### src/assert_macros.svh
// assertion macros shared by the event queue modules
`ifndef ASSERT_MACROS_SVH
`define ASSERT_MACROS_SVH

// property checked on every rising clock edge outside reset
`define MTEQ_ASSERT(lbl, clk, rst_n, prop) \
  lbl: assert property (@(posedge clk) disable iff (!rst_n) (prop)) \
    else $error("event queue assertion failed");

// signal holds no unknown bits outside reset
`define MTEQ_ASSERT_KNOWN(lbl, clk, rst_n, sig) \
  `MTEQ_ASSERT(lbl, clk, rst_n, !$isunknown(sig))

`endif

### src/mteq_pkg.sv
// types and codes of the multilevel timed event queue
`default_nettype none
package mteq_pkg;

  localparam logic OP_INSERT = 1'b0;
  localparam logic OP_SERVE  = 1'b1;

  typedef enum logic [2:0] {
    ST_INSERTED = 3'd0,
    ST_SERVED   = 3'd1,
    ST_EMPTY    = 3'd2,
    ST_FULL     = 3'd3,
    ST_BADPRIO  = 3'd4
  } status_e;

  typedef struct packed {
    logic        operation;
    logic [15:0] event_id;
    logic [3:0]  priority_req;
    logic [31:0] time_stamp;
  } in_item_t;

  typedef struct packed {
    status_e     status;
    logic [15:0] served_id;
    logic [3:0]  served_priority;
    logic [31:0] served_time;
  } out_item_t;

  typedef struct packed {
    logic [15:0] id;
    logic [31:0] stamp;
  } entry_t;

  typedef struct packed {
    logic ins;
    logic srv;
  } lvl_ctrl_t;

endpackage
`default_nettype wire

### src/mteq_cell.sv
// one slot of a level: holds an entry and trades with its neighbors
`default_nettype none
module mteq_cell (
  input  wire                clk_i,
  input  mteq_pkg::lvl_ctrl_t ctrl_i,
  input  wire                in_range_i,
  input  wire                at_end_i,
  input  mteq_pkg::entry_t   new_entry_i,
  input  mteq_pkg::entry_t   left_entry_i,
  input  wire                left_later_i,
  input  mteq_pkg::entry_t   right_entry_i,
  output mteq_pkg::entry_t   entry_o,
  output logic               later_o
);
  import mteq_pkg::*;

  entry_t entry_q, entry_d;

  assign later_o = in_range_i && (entry_q.stamp > new_entry_i.stamp);

  always_comb begin
    entry_d = entry_q;
    if (ctrl_i.srv) begin
      entry_d = right_entry_i;
    end else if (ctrl_i.ins && (later_o || at_end_i)) begin
      entry_d = left_later_i ? left_entry_i : new_entry_i;
    end
  end

  always_ff @(posedge clk_i) begin
    entry_q <= entry_d;
  end

  assign entry_o = entry_q;

endmodule
`default_nettype wire

### src/mteq_level.sv
// one priority level: a sorted row of cells and its fill count
`default_nettype none
`include "assert_macros.svh"
module mteq_level #(
  parameter int DEPTH = 16,
  parameter int CNT_W = $clog2(DEPTH + 1)
) (
  input  wire                 clk_i,
  input  wire                 rst_ni,
  input  mteq_pkg::lvl_ctrl_t ctrl_i,
  input  mteq_pkg::entry_t    new_entry_i,
  output logic [CNT_W-1:0]    count_o,
  output mteq_pkg::entry_t    head_o
);
  import mteq_pkg::*;

  logic [CNT_W-1:0] count_q, count_d;
  entry_t           entries [DEPTH];
  logic [DEPTH-1:0] later;

  for (genvar k = 0; k < DEPTH; k++) begin : g_cell
    entry_t left_e, right_e;
    logic   left_l;
    if (k == 0) begin : g_first
      assign left_e = new_entry_i;
      assign left_l = 1'b0;
    end else begin : g_mid
      assign left_e = entries[k-1];
      assign left_l = later[k-1];
    end
    if (k == DEPTH - 1) begin : g_last
      assign right_e = entries[k];
    end else begin : g_inner
      assign right_e = entries[k+1];
    end
    mteq_cell u_cell (
      .clk_i        (clk_i),
      .ctrl_i       (ctrl_i),
      .in_range_i   (CNT_W'(k) < count_q),
      .at_end_i     (count_q == CNT_W'(k)),
      .new_entry_i  (new_entry_i),
      .left_entry_i (left_e),
      .left_later_i (left_l),
      .right_entry_i(right_e),
      .entry_o      (entries[k]),
      .later_o      (later[k])
    );
  end

  always_comb begin
    count_d = count_q;
    if (ctrl_i.ins) begin
      count_d = count_q + CNT_W'(1);
    end else if (ctrl_i.srv) begin
      count_d = count_q - CNT_W'(1);
    end
  end

  always_ff @(posedge clk_i or negedge rst_ni) begin
    if (!rst_ni) begin
      count_q <= '0;
    end else begin
      count_q <= count_d;
    end
  end

  assign count_o = count_q;
  assign head_o  = entries[0];

  `MTEQ_ASSERT(a_count_bound, clk_i, rst_ni, count_q <= CNT_W'(DEPTH))
  `MTEQ_ASSERT(a_ins_not_full, clk_i, rst_ni, ctrl_i.ins |-> count_q < CNT_W'(DEPTH))
  `MTEQ_ASSERT(a_srv_not_empty, clk_i, rst_ni, ctrl_i.srv |-> (count_q != '0 && !ctrl_i.ins))

endmodule
`default_nettype wire

### config.mk
export PLATFORM = sky130hd
export DESIGN_NAME = mteq_level
export DESIGN_NICKNAME = d
export VERILOG_FILES = /design/src/mteq_pkg.sv /design/src/mteq_cell.sv /design/src/mteq_level.sv
export VERILOG_INCLUDE_DIRS = /design/src /design/src/src
export SDC_FILE = /design/constraint.sdc
export NUM_CORES = 2
export LEC_CHECK = 0
export BUFFER_PORTS_ARGS = -buffer_cell sky130_fd_sc_hd__buf_2
export CORE_ASPECT_RATIO = 0.6
export CORE_MARGIN = 2
export CORE_UTILIZATION = 51
export CTS_CLUSTER_SIZE = 40
export DETAILED_ROUTE_END_ITERATION = 16
export PLACE_DENSITY = 0.78
export SETUP_SLACK_MARGIN = 0.4
export SYNTH_ARGS = -nofsm -noshare
export SYNTH_HDL_FRONTEND = slang
export SYNTH_HIERARCHICAL = 1
export SYNTH_SLANG_ARGS = --single-unit
### constraint.sdc
create_clock -name clk_i -period 6.9 [get_ports clk_i]
set_clock_uncertainty 0.1 [all_clocks]
set_input_delay 0.69 -clock clk_i [delete_from_list [all_inputs] [get_ports clk_i]]
set_output_delay 0.69 -clock clk_i [all_outputs]
set_load 0.05 [all_outputs]
==> impl_results.md <==
- Pwr Total: 0.0227 W
- Die height: between 200 and 300 um
- DR iter-0 viols: a little over 4000
- Row count: 91
- Critical path arrival: 5.01 ns
- Crit start category: input pin
- Buffers on Ports: 104
- First-pass GRT wire length: ~210000 um
- Top cell family by delay on the critical path: compound AO/OA/AOI/OAI gates
- DR WL/cell: 19.6 um
- Num CTS Buffers: 74
- Tcrit/Tclk final: 0.687
- Core area: between 100000 and 150000 um^2
- Cells after Synth: between 5000 and 6000
- Critical path, cell by cell: buf_2 > inv_1 > ha_1 > nand4_2 > a2111oi_0 > o31ai_1 > a21boi_4 > buf_4 > mux2i_1 > o21ai_0
- Avg Inst Size Synth: 10.1 um^2
- Area of the die: between 100000 and 150000 um^2
- Initial Util: 0.516
- Setup Viol. Count Final: 0
- Layout Cells excl Fill: 6703
- Routed Antenna Nets: 0
- Post-CTS setup buffer count: 0
- Area Overhead vs Synth: 8.05%
- DP Worst Slack: 1.63 ns
- Pleak: between 20 and 25 nW
- Tmin final: 4.74 ns
- Final hold violations: 0
- Worst-Margin Slew: between 1 and 1.5 ns
- Antenna violations before repair: 3
- Max Clk Rate: about 0.21 GHz
- Gpl congestion: roughly 0.9
- DR vias/cell: between 6 and 7
- DRT Pass-1 Iters: 6
- Worst EP required: between 7 and 8 ns
- CTS clk-pin slew, worst paths: roughly 0.07 ns
- H-tree depth: 3
- Placed Cells: roughly 6600
- P per Cell Area: roughly 400 nW/um^2
- DRC viols: 0
- Peak supply drop: ~0.28 mV
- Warnings, synthesis: 6
- Netlist Area Pre-Place: about 53000 um^2
- Multi-input gate area: around 27000 um^2
- CP max stage delay: just under 0.9 ns
- Max transition margin: 0.0633
- Max clock buf depth: 3
- Worst path slowest cell: a2111oi_0
- Total gr overflow: 0
- Layout fillers: ~8600
- CP Capture Type: register
- Post-route setup slack: approximately 2.2 ns
- Number of global-route vias before repair: roughly 39000
- Clock sink total: between 700 and 800
- Status: finished clean
- HPWL Detailed: 93500 um
- Nets: 5819
- Clock Latency Late Sink: ~0.67 ns
- TNS Setup: 0 ns
- RSZ-0062 raised after global routing: no
- I/O pin count: about 110
- Die Wd: 421 um
- WL final: roughly 130000 um
- Hold WS: around 0.3 ns
- Max-slew violations: 0
- PostCTS Resize Cnt: 0
- Syn nets: between 5000 and 6000
- Worst path bufs/invs: 3
- Worst Path Class, Setup: in2reg
- Largest net degree at the start of global routing: 297
- DR vias: about 40000
- GRT Total Usage: 0.240
- Max-cap violation count: 0
- CTS root buffer: clkbuf_16
- Register area: around 23000 um^2
- Layout cells sized above 1: 0.0765
- TritonCTS clock tree: done
- Maximum fanout along the worst path: 33
- Hold WC Path Type: in2async
-- layout make-up --
class	count	area share
well taps	1395	0.0304
multi-input cells	3716	0.472
repair buffers	169	0.0202
clock buffers	87	0.0334
clock inverters	45	0.00657
diodes	1	0.0000435
flip-flops and latches	773	0.403
inverters	517	0.0338
-- where the power goes --
part	total [W]	switching [W]	internal, W
logic	0.00935	0.00559	0.00376
clock network	0.00409	0.00190	0.00219
registers	0.00930	0.00149	0.00782
-- metrics by stage --
step	instance area, um^2	util
4_1_cts	57500	0.558
3_3_place_gp	55200	0.535
6_report	57500	0.558
2_1_floorplan	53200	-
3_5_place_dp	55200	0.535
5_1_grt	57500	0.558
-- metal layers --
layer,vias up,share of wire,track usage
met3,130,0.075,0.0335
met5,-,0.00017,0
met1,19689,0.46,0.354
met2,1407,0.45,0.379
li1,19069,-,-
met4,4,0.013,0.0471
-- repair_timing --
action                     4_1_cts  5_1_grt
setup endpoints to repair        0        0
hold endpoints to repair         5        0
hold buffers                     1        0
-- layout by cell type (no fill, tap or decap), drive strengths merged, types with 2 or more instances in the layout --
master / count
a2111oi: 16
a211oi: 16
a21boi: 15
a21o: 66
a21oi: 208
a221o: 16
a311oi: 16
buf: 168
bufinv: 5
clkbuf: 87
clkinv: 34
clkinvlp: 2
dfrtp: 5
edfxtp: 768
ha: 516
inv: 521
mux2i: 768
nand2: 830
nand2b: 8
nand3: 97
nand4: 128
nor2: 78
nor2b: 16
nor3: 20
nor4b: 16
o211ai: 16
o21ai: 789
o21bai: 2
o22ai: 2
o31a: 16
o31ai: 16
or3: 19
or4: 16
xor2: 3
-- registers in the layout (all words and copies together), names as in the netlist --
register and count:
count_o 5, g_cell.u_cell/entry_o 768
-- worst paths after layout --
path                                                   start                           end  slack, ns  depth (start not counted)
worst max-delay path                         new_entry_i[14]   g_cell[7].u_cell/entry_o[6]       2.16                         10
worst min-delay path                                  rst_ni                    count_o[2]       0.30                          2
worst max register to register  g_cell[6].u_cell/entry_o[14]   g_cell[7].u_cell/entry_o[6]       2.40                          8
worst min register to register  g_cell[9].u_cell/entry_o[37]  g_cell[8].u_cell/entry_o[37]       0.46                          2
max in group asynchronous                             rst_ni                    count_o[4]       6.24                          2
min in group clk_i                                 ctrl_i[1]                    count_o[1]       0.45                          4
Power figures use the tool's default switching activity.
